$ cat src/cdgp_pkg.sv
package cdgp_pkg;

  localparam int ROW_W      = 6;
  localparam int COL_W      = 7;
  localparam int CODE_W     = 4;
  localparam int NUM_CHARS  = 8;
  localparam int HUE_W      = 9;
  localparam int LEVEL_W    = 16;
  localparam int MAX_ROWS   = 64;
  localparam int MAX_COLS   = 128;
  localparam int STORE_DEPTH = MAX_ROWS * MAX_COLS;
  localparam int ADDR_W     = $clog2(STORE_DEPTH);
  localparam int GLYPH_ROWS = 10;
  localparam int ROW_MARGIN = 4;
  localparam int START_W    = 6;

  localparam logic [CODE_W-1:0] COLON_CODE = 4'd10;
  localparam logic [CODE_W-1:0] DIGIT_ONE  = 4'd1;
  localparam logic [CODE_W-1:0] DIGIT_MAX  = 4'd9;

  // One byte per glyph row, bit c is column offset c. Entry ten is the colon.
  localparam logic [7:0] GLYPH [0:10][0:GLYPH_ROWS-1] = '{
    '{8'h3C, 8'h7E, 8'h66, 8'h66, 8'h66, 8'h66, 8'h66, 8'h66, 8'h7E, 8'h3C},
    '{8'h06, 8'h06, 8'h06, 8'h06, 8'h06, 8'h06, 8'h06, 8'h06, 8'h06, 8'h06},
    '{8'h3E, 8'h7E, 8'h60, 8'h60, 8'h7C, 8'h3E, 8'h06, 8'h06, 8'h7E, 8'h7E},
    '{8'h3E, 8'h7E, 8'h60, 8'h60, 8'h38, 8'h38, 8'h60, 8'h60, 8'h7E, 8'h3E},
    '{8'h66, 8'h66, 8'h66, 8'h66, 8'h7E, 8'h7C, 8'h60, 8'h60, 8'h60, 8'h60},
    '{8'h7E, 8'h7E, 8'h06, 8'h06, 8'h3E, 8'h7E, 8'h60, 8'h60, 8'h7E, 8'h3E},
    '{8'h7C, 8'h7E, 8'h06, 8'h06, 8'h3E, 8'h7E, 8'h66, 8'h66, 8'h7E, 8'h3C},
    '{8'h7E, 8'h7E, 8'h60, 8'h60, 8'h60, 8'h60, 8'h60, 8'h60, 8'h60, 8'h60},
    '{8'h3C, 8'h7E, 8'h66, 8'h66, 8'h3C, 8'h3C, 8'h66, 8'h66, 8'h7E, 8'h3C},
    '{8'h3C, 8'h7E, 8'h66, 8'h66, 8'h7E, 8'h7C, 8'h60, 8'h60, 8'h60, 8'h60},
    '{8'h00, 8'h00, 8'h06, 8'h06, 8'h00, 8'h00, 8'h06, 8'h06, 8'h00, 8'h00}
  };

  typedef logic [NUM_CHARS-1:0][CODE_W-1:0] codes_t;

  typedef struct packed {
    logic [ROW_W-1:0] row;
    logic [COL_W-1:0] col;
    codes_t           code;
  } s1_t;

  typedef struct packed {
    logic [ROW_W-1:0]                   row;
    logic [COL_W-1:0]                   col;
    logic [HUE_W-1:0]                   hue;
    logic [8:0]                         cc;     // signed column relative to string origin
    logic [7:0]                         rr;     // signed row relative to glyph origin
    codes_t                             code;
    logic [NUM_CHARS-1:0][START_W-1:0]  start;
  } s2_t;

  typedef struct packed {
    logic [ROW_W-1:0] row;
    logic [COL_W-1:0] col;
    logic [HUE_W-1:0] hue;
    logic             lit;
  } s3_t;

  typedef struct packed {
    logic [ROW_W-1:0]   row;
    logic [COL_W-1:0]   col;
    logic [HUE_W-1:0]   hue;
    logic [LEVEL_W-1:0] level;
    logic               lit;
  } res_t;

  typedef struct packed {
    logic adv;
    logic s4_vld;
  } ctl_t;

  function automatic logic [3:0] char_width(logic [CODE_W-1:0] code);
    logic [3:0] w;
    if (code == COLON_CODE || code == DIGIT_ONE) begin
      w = 4'd4;
    end else if (code <= DIGIT_MAX) begin
      w = 4'd8;
    end else begin
      w = 4'd0;
    end
    return w;
  endfunction

  function automatic logic glyph_bit(logic [CODE_W-1:0] code, logic [3:0] r, logic [2:0] c);
    logic [7:0] bits;
    bits = 8'h00;
    if (code <= COLON_CODE && r < 4'(GLYPH_ROWS)) begin
      bits = GLYPH[code][r];
    end
    return bits[c];
  endfunction

  function automatic logic [ADDR_W-1:0] store_addr(logic [ROW_W-1:0] row,
                                                   logic [COL_W-1:0] col);
    // MAX_COLS is a power of two, so row*MAX_COLS+col is a concatenation.
    return {row, col};
  endfunction

endpackage

$ cat src/cdgp_glyph.sv
module cdgp_glyph (
  input  logic           clk,
  input  logic           adv,
  input  cdgp_pkg::s2_t  s2,
  output cdgp_pkg::s3_t  s3_r
);

  cdgp_pkg::s3_t s3_nxt;

  always_comb begin
    logic signed [9:0]               ck;
    logic [3:0]                      w;
    logic                            row_ok;
    logic [cdgp_pkg::NUM_CHARS-1:0]  hit;
    row_ok = !s2.rr[7] && ($signed(s2.rr) < 8'(cdgp_pkg::GLYPH_ROWS));
    for (int k = 0; k < cdgp_pkg::NUM_CHARS; k++) begin
      ck = $signed({s2.cc[8], s2.cc}) - $signed({4'b0000, s2.start[k]});
      w  = cdgp_pkg::char_width(s2.code[k]);
      hit[k] = (w != 4'd0) && !ck[9] && (ck[8:0] < {5'b00000, w}) && row_ok &&
               cdgp_pkg::glyph_bit(s2.code[k], s2.rr[3:0], ck[2:0]);
    end
    s3_nxt.row = s2.row;
    s3_nxt.col = s2.col;
    s3_nxt.hue = s2.hue;
    s3_nxt.lit = |hit;
  end

  always_ff @(posedge clk) begin
    if (adv) begin
      s3_r <= s3_nxt;
    end
  end

endmodule

$ cat config.mk
export PLATFORM = sky130hd
export DESIGN_NAME = cdgp_glyph
export DESIGN_NICKNAME = d
export VERILOG_FILES = /design/src/cdgp_pkg.sv /design/src/cdgp_glyph.sv
export SDC_FILE = /design/constraint.sdc
export NUM_CORES = 1
export LEC_CHECK = 0
export ABC_AREA = 1
export BUFFER_PORTS_ARGS = -buffer_cell sky130_fd_sc_hd__clkbuf_2
export CORE_MARGIN = 3
export CORE_UTILIZATION = 55
export CTS_CLUSTER_SIZE = 16
export DETAILED_ROUTE_END_ITERATION = 12
export HOLD_SLACK_MARGIN = 0.15
export PLACE_DENSITY = 0.85
export SETUP_SLACK_MARGIN = 0.02
export SYNTH_ARGS = -nofsm -noshare
export SYNTH_HDL_FRONTEND = slang
export SYNTH_SLANG_ARGS = --single-unit
$ cat constraint.sdc
create_clock -name clk -period 7.2 [get_ports clk]
set_input_delay 1.44 -clock clk [delete_from_list [all_inputs] [get_ports clk]]
set_output_delay 1.44 -clock clk [all_outputs]
set_load 0.05 [all_outputs]
# [Word-level counts from Yosys, hierarchy flattened]
# Memories as Yosys holds them, arrays and structs flattened.
# Index checks and enable logic that the tools add are counted.
[totals] register_bits=23 mem_bits_ro=10240 elab_cells=235 n_memories=8
[classes] n_addsub=8 order_cmp=43 eq_ne=16 muxes=80 bitwise_logic=9 n_reduce_logical=67
[mem_list] memory="(name not given)" words=16 word_bits=80 read_ports=1 rd_clocked_by_memory_dff=0 write_ports=0 line="cdgp_pkg.sv:90" text="bits = GLYPH[code][r];"
[mem_list] memory="(name not given)" words=16 word_bits=80 read_ports=1 rd_clocked_by_memory_dff=0 write_ports=0 line="cdgp_pkg.sv:90"
[mem_list] memory="(name not given)" words=16 word_bits=80 read_ports=1 rd_clocked_by_memory_dff=0 write_ports=0 line="cdgp_pkg.sv:90"
[mem_list] memory="(name not given)" words=16 word_bits=80 read_ports=1 rd_clocked_by_memory_dff=0 write_ports=0 line="cdgp_pkg.sv:90"
[mem_list] memory="(name not given)" words=16 word_bits=80 read_ports=1 rd_clocked_by_memory_dff=0 write_ports=0 line="cdgp_pkg.sv:90"
[mem_list] memory="(name not given)" words=16 word_bits=80 read_ports=1 rd_clocked_by_memory_dff=0 write_ports=0 line="cdgp_pkg.sv:90"
[mem_list] memory="2 more memories"
[op_table] cell="2-to-1 mux 80 bit" n=16
[op_table] cell="binary-select mux 8 bit (select 4 bit)" n=8
[op_table] cell="2-to-1 mux 8 bit" n=24
[op_table] cell="subtractor 9 x 7 -> 10 bit" n=8
[op_table] cell="less-than comparator 9 x 4 -> 1 bit" n=8
[op_table] cell="<= comparator 4 bit (second input constant)" n=16
[op_table] cell="2-to-1 mux 4 bit" n=16
[op_table] cell=">= comparator 5 bit (second input constant)" n=9
[op_table] cell="NOT 4 -> 5 bit" n=9
[op_table] cell="logical AND 1 bit" n=41
[op_table] cell="== test 4 x 1 -> 1 bit (second input constant)" n=8
[op_table] cell="== test 4 bit (second input constant)" n=8
[op_table] cell="less-than comparator 3 x 4 -> 1 bit (second input constant)" n=8
[op_table] cell="nonzero test 4 bit" n=8
[op_table] cell="binary-select mux 1 bit (select 3 bit)" n=8
[op_table] cell="logical NOT 1 bit" n=9
[op_table] cell="logical OR 1 bit" n=8
[op_table] cell="less-than comparator 8 x 5 -> 1 bit (second input constant)" n=1
[op_table] cell="2-to-1 mux 1 bit" n=8
[op_table] cell="OR reduction 8 bit" n=1
[op_table] cell="less-than comparator 4 bit (second input constant)" n=1

# [Longest topological paths before layout]
[logic_depth] ltp_word=12 ltp_mapped=22 mapped_depth_nobuf=22

# [Worst setup path before layout]
# OpenSTA, ideal clock, no wires.
[synth_path] path_type="input port to flip-flop" start="input s2[2] (netlist bit)" end="register s3_r[0] (netlist bit) (data pin)" t_arrival_ps=3264 required_ps=7070 setup_slack_ps=3806 cell_stages=19 path_cell_list="inv_1 > ha_1 > a21o_1 > a31oi_1 > xnor2_1 > ha_1 > nor2_1 > nand2_1 > nor2_1 > nand2_1 > nor2_1 > nand4_1 > nor2_1 > nand2_1 > nor2_1 > nand3_1 > a21boi_1 > nor2_1 > nand2_1"
[synth_rtl] element="start, declared" line="cdgp_glyph.sv:4" text="input cdgp_pkg::s2_t s2,"
[synth_rtl] element="end signal, assigned" line="cdgp_glyph.sv:30" text="s3_r <= s3_nxt;"
[synth_rtl] element="end, declared" line="cdgp_glyph.sv:5" text="output cdgp_pkg::s3_t s3_r"

==> impl_metrics.csv <==
group,metric,value,unit
run_status,outcome,"complete, no violations",
synth,synth_edf_count,23,
clock_tree,cts_tree,"built",
clock_tree,cts.reportedPaths.clkPinSlew,0.06,ns
clock_tree,clock_path_buffers,2,
global_route,grt_pass1_vias,9315,
layout,num-fill-cells,1396,
die,die_h,127,microns
synth,synth.distinct_cells,46,
setup_path,arrival,3.94,ns
clock_tree,cts-resized-gates,0,
place,port_buffers,143,
power,peakVddDrop,0.0872,mV
layout,largest-register,"s3_r",
drt,route.vias.total,9939,
global_route,gr-total-overflow,0,
timing,setup_viol_count_final,0,
layout,fin_nets,1786,
die,die-area,0.0161,sq mm
layout,area_growth,10.1,%
timing,rsz0062_at_grt,"no",
synth,async_flop_share,0,
timing,fin_ws,3.28,ns
layout,fin_area,0.00884,sq mm
min_path,hp-class,"input port to register",
synth,synth_cells,1441,
setup_path,worstSetupEndpointType,"register",
power,leakage,5.04,nW
die,rows,43,
synth,syn_nets,1674,
global_route,grt_pass1_wl,41.7,mm
drt,viasPerCell,5.74,
synth,syn_avg_cell_area,5.57,sq um
place,place_area,0.00876,sq mm
global_route,grt_util_all_layers,0.306,
setup_path,crit_path_start_kind,"input port",
place,hpwl,20.2,mm
timing,hold_violations,0,
drt,dr.first_iter.drc_count,1261,
global_route,grt-busiest-layer,"met2",
clock_tree,post-cts-setup-buffer-count,0,
setup_path,cp_max_fo,47,
timing,worstMarginPinSlew,0.761,ns
layout,fin_util,0.627,
clock_tree,cts_buffers,3,
place,gp_congestion,1.04,
drt,firstDrtPassIters,6,
global_route,grt_antenna_before_repair,0,
place,place_ws,3.09,ns
die,coreArea,0.0141,sq mm
clock_tree,clock_sinks,23,
die,ios,144,
drt,postRouteAntennaNets,0,
global_route,grt_start_max_net_pins,48,
global_route,use_met1,0.371,
layout,largest_register_ffs,23,
timing,fmax,0.255,GHz
synth,synthesis.area,0.00803,sq mm
global_route,met2_usage,0.527,
die,dieWidth,127,microns
timing,slew_headroom,0.492,
setup_path,path_class,"input port to register",
layout,layout-drive-gt1-share,0.119,
setup_path,cp.required,7.22,ns
clock_tree,cts.root.buffer_cell,"clkbuf_16",
synth,synth_ff_type,"edfxtp_1",
run,maxCapViolCount,0,
layout,antennaDiodeCount,0,
global_route,grtUsageMet3,0.0358,
timing,tns,0,ns
drt,drc,0,
synth,ys_seq_elements,23,
synth,ys_seq_area_frac,0.0860,
power,cellPowerDensity,102,mW/mm^2
clock_tree,holdBufCountCts,0,
synth,synth_warnings,0,
drt,wirelength,25.4,mm
clock_tree,htreeDepth,1,
timing,maxSlewViolCount,0,
drt,wire_per_inst,14.7,microns
timing,min_period_over_period,0.544,
layout,reg.largest.list,"s3_r (23)",
die,initial_utilization,0.570,
timing,period_minus_slack,3.92,ns
per-layer routing:
metal | routed length [microns] | share of wire
met1 | 9870 | 0.39
met2 | 12000 | 0.47
met3 | 2030 | 0.080
met4 | 1500 | 0.059
met5 | 0 | 0
metrics by stage:
step                total power (W)  instances  hold slack (ns)
floorplan                  0.000613       1441             1.54
global placement           0.000765       1728             1.62
detailed placement         0.000774       1728             1.62
CTS                        0.000897       1732             1.36
global route               0.000990       1732             1.35
finish                     0.000906       1732             1.35
report_power, final:
group	switching, W	internal [W]
clock network	0.0000453	0.0000756
logic	0.000410	0.000213
registers	0.00000287	0.000159
total	0.000458	0.000447
final cells by class:
cell class / instances / area, sq um / share of cell area
inverter: 195 / 742 / 0.0839
multi-input combinational: 1185 / 6380 / 0.721
clock buffer: 4 / 78.8 / 0.00891
timing repair buffer: 145 / 731 / 0.0826
tap: 180 / 225 / 0.0255
sequential: 23 / 691 / 0.0781
layout by cell type (no fill, tap or decap), drive strengths merged, types with 3 or more instances in the layout:
| master | netlist | final |
|---|---|---|
| nand2 | 491 | 491 |
| a31oi | 7 | 7 |
| nand3 | 157 | 157 |
| xor2 | 15 | 15 |
| o22ai | 3 | 3 |
| a21o | 3 | 3 |
| nor3 | 9 | 9 |
| o21a | 5 | 5 |
| o21ai | 94 | 94 |
| nand4 | 12 | 12 |
| a21oi | 97 | 97 |
| or2 | 8 | 8 |
| o211ai | 12 | 12 |
| clkbuf | 4 | 147 |
| ha | 104 | 104 |
| xnor2 | 8 | 8 |
| fa | 8 | 8 |
| nand3b | 9 | 9 |
| nor2 | 133 | 133 |
| edfxtp | 23 | 23 |
| inv | 194 | 194 |
synthesized netlist by cell type (all sizes together), types with 2 or more instances:
cell | number | share of area
nand2 | 491 | 0.23
inv | 194 | 0.092
nand3 | 157 | 0.098
nor2 | 133 | 0.068
ha | 104 | 0.16
a21oi | 97 | 0.061
o21ai | 94 | 0.059
buf | 34 | 0.026
edfxtp | 23 | 0.086
xor2 | 15 | 0.016
nand4 | 12 | 0.0093
o211ai | 12 | 0.011
nand3b | 9 | 0.0084
nor3 | 9 | 0.0056
fa | 8 | 0.020
or2 | 8 | 0.0062
xnor2 | 8 | 0.0087
a31oi | 7 | 0.0055
o21a | 5 | 0.0047
clkbuf | 4 | 0.0019
a21o | 3 | 0.0028
o22ai | 3 | 0.0023
a21boi | 2 | 0.0019
o21bai | 2 | 0.0019
o31ai | 2 | 0.0019
final timing paths:
path | from | to | slack (ns) | depth (start not counted)
max | s2[80] | s3_r[0]$_DFFE_PP_ | 3.28 | 20
min | s2[115] | s3_r[19]$_DFFE_PP_ | 1.35 | 1
logic make-up (layout without fill, tap and decap cells):
family,after synthesis,after routing,synth area share
buf+inv,233,344,0.120
compound gates,230,230,0.155
fa+ha+maj,112,112,0.182
simple gates,820,820,0.432
xor+xnor,23,23,0.0251
flops,23,23,0.0860
worst max-delay path, cell delays in order:
cell and delay (ns):
clkbuf_2 0.07, buf_4 0.42, clkinv_1 0.59, buf_4 0.41
nand2_1 0.10, nand2_1 0.05, inv_1 0.06, nand2_1 0.04
nand2_1 0.05, nor2_1 0.05, nand3_1 0.06, nand2_1 0.06
nand2_1 0.05, nand2_1 0.06, nand2_1 0.06, nor2_1 0.04
nand2_1 0.09, nand2_1 0.06, nor2_1 0.10, nand2_1 0.05
Note: power is estimated with default switching activity, not from simulation.
