`src/cdgp_pkg.sv`:
```
package cdgp_pkg;

  localparam int ROW_W      = 6;
  localparam int COL_W      = 7;
  localparam int CODE_W     = 4;
  localparam int NUM_CHARS  = 8;
  localparam int HUE_W      = 9;
  localparam int LEVEL_W    = 16;
  localparam int MAX_ROWS   = 64;
  localparam int MAX_COLS   = 128;
  localparam int STORE_DEPTH = MAX_ROWS * MAX_COLS;
  localparam int ADDR_W     = $clog2(STORE_DEPTH);
  localparam int GLYPH_ROWS = 10;
  localparam int ROW_MARGIN = 4;
  localparam int START_W    = 6;

  localparam logic [CODE_W-1:0] COLON_CODE = 4'd10;
  localparam logic [CODE_W-1:0] DIGIT_ONE  = 4'd1;
  localparam logic [CODE_W-1:0] DIGIT_MAX  = 4'd9;

  // One byte per glyph row, bit c is column offset c. Entry ten is the colon.
  localparam logic [7:0] GLYPH [0:10][0:GLYPH_ROWS-1] = '{
    '{8'h3C, 8'h7E, 8'h66, 8'h66, 8'h66, 8'h66, 8'h66, 8'h66, 8'h7E, 8'h3C},
    '{8'h06, 8'h06, 8'h06, 8'h06, 8'h06, 8'h06, 8'h06, 8'h06, 8'h06, 8'h06},
    '{8'h3E, 8'h7E, 8'h60, 8'h60, 8'h7C, 8'h3E, 8'h06, 8'h06, 8'h7E, 8'h7E},
    '{8'h3E, 8'h7E, 8'h60, 8'h60, 8'h38, 8'h38, 8'h60, 8'h60, 8'h7E, 8'h3E},
    '{8'h66, 8'h66, 8'h66, 8'h66, 8'h7E, 8'h7C, 8'h60, 8'h60, 8'h60, 8'h60},
    '{8'h7E, 8'h7E, 8'h06, 8'h06, 8'h3E, 8'h7E, 8'h60, 8'h60, 8'h7E, 8'h3E},
    '{8'h7C, 8'h7E, 8'h06, 8'h06, 8'h3E, 8'h7E, 8'h66, 8'h66, 8'h7E, 8'h3C},
    '{8'h7E, 8'h7E, 8'h60, 8'h60, 8'h60, 8'h60, 8'h60, 8'h60, 8'h60, 8'h60},
    '{8'h3C, 8'h7E, 8'h66, 8'h66, 8'h3C, 8'h3C, 8'h66, 8'h66, 8'h7E, 8'h3C},
    '{8'h3C, 8'h7E, 8'h66, 8'h66, 8'h7E, 8'h7C, 8'h60, 8'h60, 8'h60, 8'h60},
    '{8'h00, 8'h00, 8'h06, 8'h06, 8'h00, 8'h00, 8'h06, 8'h06, 8'h00, 8'h00}
  };

  typedef logic [NUM_CHARS-1:0][CODE_W-1:0] codes_t;

  typedef struct packed {
    logic [ROW_W-1:0] row;
    logic [COL_W-1:0] col;
    codes_t           code;
  } s1_t;

  typedef struct packed {
    logic [ROW_W-1:0]                   row;
    logic [COL_W-1:0]                   col;
    logic [HUE_W-1:0]                   hue;
    logic [8:0]                         cc;     // signed column relative to string origin
    logic [7:0]                         rr;     // signed row relative to glyph origin
    codes_t                             code;
    logic [NUM_CHARS-1:0][START_W-1:0]  start;
  } s2_t;

  typedef struct packed {
    logic [ROW_W-1:0] row;
    logic [COL_W-1:0] col;
    logic [HUE_W-1:0] hue;
    logic             lit;
  } s3_t;

  typedef struct packed {
    logic [ROW_W-1:0]   row;
    logic [COL_W-1:0]   col;
    logic [HUE_W-1:0]   hue;
    logic [LEVEL_W-1:0] level;
    logic               lit;
  } res_t;

  typedef struct packed {
    logic adv;
    logic s4_vld;
  } ctl_t;

  function automatic logic [3:0] char_width(logic [CODE_W-1:0] code);
    logic [3:0] w;
    if (code == COLON_CODE || code == DIGIT_ONE) begin
      w = 4'd4;
    end else if (code <= DIGIT_MAX) begin
      w = 4'd8;
    end else begin
      w = 4'd0;
    end
    return w;
  endfunction

  function automatic logic glyph_bit(logic [CODE_W-1:0] code, logic [3:0] r, logic [2:0] c);
    logic [7:0] bits;
    bits = 8'h00;
    if (code <= COLON_CODE && r < 4'(GLYPH_ROWS)) begin
      bits = GLYPH[code][r];
    end
    return bits[c];
  endfunction

  function automatic logic [ADDR_W-1:0] store_addr(logic [ROW_W-1:0] row,
                                                   logic [COL_W-1:0] col);
    // MAX_COLS is a power of two, so row*MAX_COLS+col is a concatenation.
    return {row, col};
  endfunction

endpackage

```
`src/cdgp_layout.sv`:
```
module cdgp_layout (
  input  logic             clk,
  input  logic             adv,
  input  cdgp_pkg::s1_t    s1,
  input  logic [6:0]       active_rows,
  input  logic [7:0]       active_cols,
  output cdgp_pkg::s2_t    s2_r
);

  cdgp_pkg::s2_t s2_nxt;

  always_comb begin
    logic [6:0]        acc;
    logic [3:0]        w;
    logic signed [9:0] diff;
    logic signed [9:0] x0;
    logic signed [9:0] cc;
    logic signed [9:0] rr;
    logic [7:0]        sum;
    logic [9:0]        h3;
    acc = '0;
    s2_nxt = '0;
    for (int k = 0; k < cdgp_pkg::NUM_CHARS; k++) begin
      w = cdgp_pkg::char_width(s1.code[k]);
      s2_nxt.start[k] = acc[cdgp_pkg::START_W-1:0];
      acc = acc + {3'b000, w};
    end
    // Floor of half the free width, which may be negative.
    diff = $signed({2'b00, active_cols}) - $signed({3'b000, acc});
    x0   = diff >>> 1;
    cc   = $signed({3'b000, s1.col}) - x0;
    rr   = $signed({4'b0000, s1.row}) - ($signed({3'b000, active_rows})
           - 10'(cdgp_pkg::ROW_MARGIN + cdgp_pkg::GLYPH_ROWS));
    sum  = {2'b00, s1.row} + {1'b0, s1.col};
    h3   = {1'b0, sum, 1'b0} + {2'b00, sum};
    s2_nxt.row  = s1.row;
    s2_nxt.col  = s1.col;
    s2_nxt.hue  = (h3 >= 10'd360) ? 9'(h3 - 10'd360) : h3[8:0];
    s2_nxt.cc   = cc[8:0];
    s2_nxt.rr   = rr[7:0];
    s2_nxt.code = s1.code;
  end

  always_ff @(posedge clk) begin
    if (adv) begin
      s2_r <= s2_nxt;
    end
  end

endmodule

```
`config.mk`:
```
export PLATFORM = sky130hd
export DESIGN_NAME = cdgp_layout
export DESIGN_NICKNAME = d
export VERILOG_FILES = /design/src/cdgp_pkg.sv /design/src/cdgp_layout.sv
export SDC_FILE = /design/constraint.sdc
export NUM_CORES = 1
export LEC_CHECK = 0
export BUFFER_PORTS_ARGS = -buffer_cell sky130_fd_sc_hd__buf_2
export CORE_MARGIN = 2
export CORE_UTILIZATION = 51
export DETAILED_ROUTE_END_ITERATION = 8
export GPL_TIMING_DRIVEN = 1
export PLACE_DENSITY = 0.8
export RECOVER_POWER = 100
export SLEW_MARGIN = 20
export SYNTH_ARGS = -nofsm -noshare
export SYNTH_HDL_FRONTEND = slang
export SYNTH_SLANG_ARGS = --single-unit
```
`constraint.sdc`:
```
create_clock -name clk -period 8.72 [get_ports clk]
set_input_delay 0.872 -clock clk [delete_from_list [all_inputs] [get_ports clk]]
set_output_delay 0.872 -clock clk [all_outputs]
set_load 0.02 [all_outputs]
```
---- After elaboration in Yosys (flattened, before gate mapping) ----
Cells that the tools add are included.
operators by class
  $add $sub $neg .......................... 14
  order comparisons ....................... 9
  eq/ne operators ......................... 16
  muxes and demuxes ....................... 17
  reductions and logical operators ........ 8
operators by type and width
  operator                                                            number
  two-way mux 4 bit                                                   16
  equality test 4 x 1 -> 1 bit, second input constant                 8
  equality test 4 bit, second input constant                          8
  <= comparator 4 bit, second input constant                          8
  adder 7 x 4 -> 7 bit                                                4
  adder 9 x 8 -> 10 bit                                               1
  greater-or-equal comparator 10 x 9 -> 1 bit, second input constant  1
  two-way mux 9 bit                                                   1
  subtractor 8 x 7 -> 9 bit                                           1
  subtractor 8 x 8 -> 9 bit                                           1
  subtractor 9 bit, second input constant                             1
  adder 6 x 7 -> 8 bit                                                1
  logical OR 1 bit                                                    8
  subtractor 7 x 4 -> 8 bit, second input constant                    1
  subtractor 7 x 8 -> 8 bit                                           1
  adder 6 x 4 -> 7 bit                                                1
  adder 5 x 4 -> 6 bit                                                1
  adder 4 x 4 -> 5 bit                                                1
storage, ports and cells
  flip-flop bits (word level) ............. 111
  bits of input ports ..................... 62
  output and inout port bits .............. 119
  word-level logic and storage cells ...... 84

---- Depth between registers and ports, before layout ----
Gate-level depths: netlist of the first run.
  depth in word-level cells ............... 12
  mapped depth ............................ 26
  mapped depth without buffers ............ 26

---- Least setup slack after synthesis of the first run ----
Ideal clock, no wire load.
  path kind ............................... input to register
  start point ............................. in s1[3] (netlist bit)
  end point ............................... reg s2_r[95] (netlist bit) (data pin)
  setup time .............................. 0.265 ns
  data arrival time ....................... 6.665 ns
  data required time ...................... 8.455 ns
  path slack .............................. 1.790 ns
  cell stages on the path ................. 23
  buffers on the path ..................... 0
  path through ............................ nand2_1 > nor2_1 > a21oi_1 > nor2_1 > ha_1 > fa_1 > fa_1 > inv_1 > fa_1 > fa_1 > fa_1 > fa_1 > fa_1 > ha_1 > a21o_1 > a21o_1 > a21o_1 > a21oi_1 > xnor2_1 > ha_1 > a21oi_1 > o21ai_0 > xnor2_1
RTL lines
  what                  line               source
  from (decl)           cdgp_layout.sv:4   input cdgp_pkg::s1_t s1,
  to (signal assigned)  cdgp_layout.sv:46  s2_r <= s2_nxt;
  to (decl)             cdgp_layout.sv:7   output cdgp_pkg::s2_t s2_r

==> summary.md, run 1 <==
| Metric | Value |
|---|---|
| Outcome | `finished with violations` |
| Violated checks | `capacitance limit, slew limit` |
| Synth unique cells | `45` |
| F_max | `137.4 MHz` |
| Sw power | `881.8 uW` |
| Yosys top cell area share | `0.5115` |
| DP Cell Count | `765` |
| IO buf count | `156` |
| Hold WC Path Type | `input pin to flop` |
| Net Sw Frac | `0.4141` |
| Worst Hold Path EP | `s2_r[58]$_DFFE_PP_` |
| Leakage | `2.697 nW` |
| Synth Flop Type | `edfxtp_1` |
| Drt total wl | `11.54 mm` |
| Clock Sinks | `96` |
| Fill count | `940` |
| Register area share after synthesis | `0.5115` |
| Synth area leader | `edfxtp_1` |
| Crit-path max FO | `4` |
| Number of global-route vias before repair | `3908` |
| Flop pwr share | `0.328` |
| Initial antenna violation count | `0` |
| Layout area overhead | `15.03%` |
| H-tree lvl count | `3` |
| Final slew viol count | `72` |
| Worst Path Arrival | `7.41 ns` |
| Hold wc startpoint | `s1[10]` |
| CTS root buf | `clkbuf_8` |
| CTS tree | `done` |
| Placement row count | `38` |
| Clock share of power | `0.138` |
| Commonest non-fill, non-tap cell in the layout | `clkbuf_1` |
| CTS Hold Bufs | `0` |
| Number of synthesized flops with an enable pin | `96` |
| Vias/cell | `5.038` |
| CTS Buffer Depth | `2` |
| Clock-pin transition on the worst setup and hold timing paths | `0.11 ns` |
| Cts bufs inserted | `9` |
| Fraction of power consumed by combinational cells | `0.534` |
| First DRT Iteration DRCs | `239` |
| Most frequent cells in the layout | `clkbuf_1 (143), edfxtp_1 (96), inv_1 (61)` |
| Crit path capture type | `flop` |
| Total Nets Final | `763` |
| Postcts setup bufs | `0` |
| Post-route ant nets | `0` |
| DIE AREA | `0.01191 sq mm` |
| Number of diodes | `0` |
| Core outline area | `0.01079 sq mm` |
| Die Ht | `109.1 um` |
| I/O Pins | `181` |
| Detailed placement HPWL | `9.029 mm` |
| Largest register FFs | `96` |
| Setup tns final | `0 ns` |
| # DRC | `0` |
| Share of cells above drive strength 1 | `0.05928` |
| Initial Util | `0.5221` |
| WP data required | `8.85 ns` |
| GPL Wtd Cong | `0.8110` |
| GRT Total Usage | `0.1956` |
| Drt first pass iters | `5` |
| Hold depth | `1` |
| First-pass GRT wire length | `17.86 mm` |
| MaxCap Viol Count | `1` |
| Post-synthesis cell count | `470` |
| Pwr Density | `328.5 mW/mm^2` |
| Crit path kind | `input pin to flop` |
| Non-Filler Instances | `781` |
| Synthesized area | `0.005635 sq mm` |
| Wire per inst | `14.77 um` |
| Peak VDD IR | `0.0001592 V` |
| Number of synthesized register bits | `96` |
| Synth area leaders | `edfxtp_1 (51%), ha_1 (12%), fa_1 (4.3%), inv_1 (4.1%), xnor2_1 (3.1%)` |
| Minimum clock period | `7.279 ns` |
| Die W | `109.1 um` |
| RSZ-0062 raised after global routing | `false` |
| Via count | `3935` |
| CP Launch Type | `input pin` |
| Total gr overflow | `0` |
| Ys async rst share | `0` |
| Slew margin rel. | `-1.485` |
| Internal | `1.248 mW` |
| Worst Tran Pin Value | `3.727 ns` |
| Resized cells post-CTS | `0` |
| Synth Warn # | `0` |
| Largest Register | `s2_r` |
| Syn avg cell area | `11.99 sq um` |
| Largest net degree at the start of global routing | `72` |
| Final Hold Viols | `0` |
| Top Registers | `s2_r: 96 flops` |
| Final setup viols | `0` |
| Final worst-path cycle share | `0.8348` |
cell families after synthesis:
family                   Yosys count  synth area share
AND/OR/NAND/NOR                   94           0.07926
XOR/XNOR                          38           0.07127
other                              1         0.0006654
multiplexers                       5           0.01110
flip-flops                        96            0.5115
AO/OA/AOI/OAI                     86           0.09392
buffers and inverters             85           0.07194
adder cells (fa/ha/maj)           65            0.1603
worst max-delay path, cell delays in order:
cell,delay [ns]
clkbuf_1,0.12
nor2_1,0.22
a21oi_1,0.10
nor2_1,0.16
ha_1,0.19
fa_1,0.48
fa_1,0.60
inv_1,0.08
fa_1,0.51
fa_1,0.61
fa_1,0.48
fa_1,0.52
fa_1,0.60
ha_1,0.27
a21o_1,0.18
a21o_1,0.19
a21o_1,0.19
a21oi_1,0.18
xnor2_1,0.15
ha_1,0.30
a21oi_1,0.16
o21ai_0,0.12
xnor2_1,0.14
synthesized netlist by cell type, types with 2 or more instances:
library cell	count
ha_1	53
edfxtp_1	96
o21a_1	6
or4b_2	2
a31oi_1	3
nand3b_1	5
or3_1	2
a21o_1	13
fa_1	12
mux2i_1	4
inv_1	61
nand2_1	28
buf_4	23
o21ai_0	17
xor2_1	13
nand2b_1	3
a21oi_1	33
o21bai_1	4
nor2_1	39
xnor2_1	20
xor2_2	2
xnor2_4	2
a211oi_1	2
nor2b_1	6
power groups by stage:
stage / combinational (mW) / clock, mW / sequential [mW]
after floorplan: 0.773 / 0 / 0.826
after global placement: 1.12 / 0 / 0.703
after detailed placement: 1.16 / 0 / 0.706
after CTS: 1.18 / 0.300 / 0.696
after global routing: 1.26 / 0.316 / 0.709
final: 1.14 / 0.294 / 0.699
layer usage:
layer | wire length (um) | vias up | track usage
li1 | - | 1936 | -
met1 | 4736 | 1848 | 0.2435
met3 | 653 | 20 | 0.02750
met4 | 267 | 0 | 0.08974
met5 | 0 | - | 0
met2 | 5879 | 131 | 0.3367
worst max-delay path by stage:
stage / cells after the start / endpoint / startpoint
floorplan: 23 / s2_r[95]$_DFFE_PP_ / s1[3]
detailed placement: 23 / s2_r[95]$_DFFE_PP_ / s1[1]
CTS: 23 / s2_r[95]$_DFFE_PP_ / s1[1]
global placement: 23 / s2_r[95]$_DFFE_PP_ / s1[1]
finish: 23 / s2_r[95]$_DFFE_PP_ / s1[1]
global route: 23 / s2_r[95]$_DFFE_PP_ / s1[1]
final cells by class:
cell class                      count  area, sq um  area share
Sequential cell                    96         2883      0.4447
Inverter                           61        229.0     0.03532
Tap cell                          140        175.2     0.02702
Clock inverter                      7        75.07     0.01158
Multi-Input combinational cell    311         2390      0.3687
Clock buffer                        9        123.9     0.01911
Timing Repair Buffer              157        606.8     0.09361
per-stage QoR:
stage                     cell area [sq um]  worst slack (ns)  power, mW  hold WS (ns)    util
final                                  6482             1.441      2.129        0.7248  0.6006
after detailed placement               6507             1.089      1.870         1.084  0.6029
after floorplan                        5718             1.790      1.599        0.9709       -
after global routing                   6482             1.123      2.286        0.7266  0.6006
after global placement                 6507             1.313      1.824         1.080  0.6029
after CTS                              6706             1.492      2.174        0.6794  0.6214
Note: power is estimated with default switching activity, not from simulation.
==> inputs of run 2 (changes only) <==
- ABC_AREA: not set -> 1
- clock period: 8.72 -> 7.1 ns (I/O delays scaled with it)
==> summary.md, run 2 <==
| Metric | Value |
|---|---|
| Outcome | `complete, no violations` |
| MaxCap Viol Count | `0 (-1)` |
| DIE AREA | `0.01213 sq mm (+1.9%)` |
| Die Ht | `110.2 um (+0.94%)` |
| CP peak stage delay | `0.56 ns (-0.05 ns)` |
| Leakage | `3.394 nW (+26%)` |
| Die W | `110.2 um (+0.94%)` |
| RSZ-0062 raised after global routing | `true` |
| Crit-path most repeated cell | `nand2_1` |
| Cts bufs inserted | `9 (unchanged)` |
| Critical path destination | `s2_r[95]$_DFFE_PP_` |
| # DRC | `0 (unchanged)` |
| Clock-pin transition on the worst setup and hold timing paths | `0.07 ns (-0.04 ns)` |
| Total gr overflow | `0 (unchanged)` |
| Wire per inst | `13.99 um (-5.3%)` |
| Hold WC Path Type | `input pin to flop` |
| Slew margin rel. | `0.5253 (+2.010)` |
| Final slew viol count | `0 (-100%)` |
| Initial antenna violation count | `1 (+1)` |
| Fill count | `914 (-2.8%)` |
| Commonest non-fill, non-tap cell in the layout | `buf_2` |
| FF+latch area | `0.002883 sq mm (unchanged)` |
| First-pass GRT wire length | `18.65 mm (+4.4%)` |
| F_max | `145.0 MHz` |
| Vias/cell | `4.950 (-1.8%)` |
| Worst Tran Pin Value | `0.7120 ns (-3.015 ns)` |
| Via count | `4336 (+10%)` |
| Number of synthesized flops with an enable pin | `96 (unchanged)` |
| CTS tree | `done` |
| Synth Flop Type | `edfxtp_1` |
| Register area share after synthesis | `0.5016 (-0.009912)` |
| Drt first pass iters | `4 (-1)` |
| CTS Hold Bufs | `0 (unchanged)` |
| Most frequent cells in the layout | `buf_2 (120), nand2_1 (101), edfxtp_1 (96)` |
| Synth area leader | `edfxtp_1` |
| Ys async rst share | `0 (unchanged)` |
| Synth Warn # | `0 (unchanged)` |
| Largest register FFs | `96 (unchanged)` |
| Layout area overhead | `21.79%` |
| Final Util | `0.6400 (+0.03942)` |
| Minimum clock period | `6.897 ns` |
| Total Nets Final | `858 (+12%)` |
| GRT Total Usage | `0.2012 (+0.005568)` |
| Crit path kind | `input pin to flop` |
| Syn avg cell area | `10.34 sq um (-14%)` |
| Share of cells above drive strength 1 | `0.2527 (+0.1934)` |
| CTS Buffer Depth | `2 (unchanged)` |
| Initial Util | `0.5255 (+0.003373)` |
| Post-route ant nets | `0 (unchanged)` |
| CP startpoint | `s1[1]` |
| Yosys top cell area share | `0.5016 (-0.009912)` |
| Core outline area | `0.01094 sq mm (+1.3%)` |
| H-tree lvl count | `3 (unchanged)` |
| CP max stage cell | `fa_1` |
| Detailed placement HPWL | `9.697 mm (+7.4%)` |
| Pwr Density | `395.1 mW/mm^2 (+20%)` |
| Drt total wl | `12.26 mm (+6.2%)` |
| I/O Pins | `181 (unchanged)` |
| Worst Path Arrival | `7.01 ns (-0.40 ns)` |
| Multi-input logic area | `0.002485 sq mm (+4.0%)` |
| Final worst-path cycle share | `0.9715` |
| Top Registers | `s2_r: 96 flops` |
| Crit-path max FO | `3 (-1)` |
| GPL Wtd Cong | `0.8256 (+1.8%)` |
| CP Launch Type | `input pin` |
| First DRT Iteration DRCs | `230 (-3.8%)` |
| Most common cell in the netlist | `nand2_1` |
| Finished Cell Area | `0.006999 sq mm (+8.0%)` |
| Power Total | `2.765 mW (+30%)` |
| Placement row count | `38 (unchanged)` |
| Final Hold Viols | `0 (unchanged)` |
| Peak VDD IR | `0.0002757 V (+73%)` |
| Hold wc startpoint | `s1[1]` |
| Largest net degree at the start of global routing | `59 (-18%)` |
| Number of global-route vias before repair | `4124 (+5.5%)` |
| Synthesized area | `0.005747 sq mm (+2.0%)` |
| Crit path capture type | `flop` |
| Clock Sinks | `96 (unchanged)` |
| WP data required | `7.21 ns (-1.64 ns)` |
| Number of synthesized register bits | `96 (unchanged)` |
| IO buf count | `156 (unchanged)` |
| CTS root buf | `clkbuf_16` |
| Synth area leaders | `edfxtp_1 (50%), ha_1 (12%), nand2_1 (6.6%), inv_1 (6.0%), fa_1 (4.2%)` |
| Post-synth top cells | `nand2_1 (101), edfxtp_1 (96), inv_1 (92)` |
| Number of diodes | `0 (unchanged)` |
| Final setup viols | `0 (unchanged)` |
| Post-synthesis cell count | `556 (+18%)` |
| Cell Area, Placed | `0.006668 sq mm (+2.5%)` |
| Largest Register | `s2_r` |
| Synth unique cells | `31 (-31%)` |
## run 2: how the worst min path moves through the flow
stage	cells after the start	endpoint	slack [ns]
finish	1	s2_r[49]$_DFFE_PP_	0.55
detailed placement	1	s2_r[49]$_DFFE_PP_	0.91
CTS	1	s2_r[49]$_DFFE_PP_	0.53
global route	1	s2_r[79]$_DFFE_PP_	0.55
floorplan	0	s2_r[106]$_DFFE_PP_	0.81
global placement	1	s2_r[49]$_DFFE_PP_	0.90
## run 2: critical path: cells and delay by family
kind                       cells  cell delay [ns]
and+or+nand+nor                9             0.62
adders and majority gates     10             4.61
buffers and inverters          4             0.33
AOI/OAI and AO/OA              4             0.74
## run 2: per-layer routing
metal,routed length [um],global-route usage,up-vias,share of wire
li1,-,-,2150,-
met1,5004,0.2321,2013,0.41
met2,6163,0.3536,149,0.50
met3,836,0.05409,22,0.068
met4,240,0.08214,2,0.020
met5,13,0,-,0.0011
## run 2: layout make-up
class | count | area share
well taps | 140 | 0.02503
flip-flops and latches | 96 | 0.4119
clock inverters | 7 | 0.009117
inverters | 96 | 0.05148
repair buffers | 165 | 0.1153
multi-input cells | 363 | 0.3550
clock buffers | 9 | 0.03218
## run 2: kinds of logic after synthesis
family | synth area share
and+or+nand+nor | 0.1655
adders and majority gates | 0.1572
xor gates and xnor gates | 0.04115
other | 0.0006525
buffers and inverters | 0.09275
DFF | 0.5016
AOI/OAI and AO/OA | 0.04115
## run 2: timing repair
action                                  in CTS  in global routing
gates resized for setup                      0                 14
endpoints found under the setup margin       0                  4
buffers inserted                             0                  2
## run 2: power breakdown
group / internal, mW / switching, mW
sequential: 0.805 / 0.0246
clock: 0.245 / 0.228
combinational: 0.581 / 0.881
## run 2: per-stage QoR
stage               cells  setup WS [ns]  hold WS, ns  TNS [ns]
detailed placement    858        -0.3116       0.9070   -0.9306
global route          876       -0.04346       0.5451  -0.09163
global placement      858       -0.08103       0.9030   -0.1110
finish                876         0.2025       0.5500         0
CTS                   874       0.009694       0.5328         0
floorplan             578         0.2582       0.8089         0
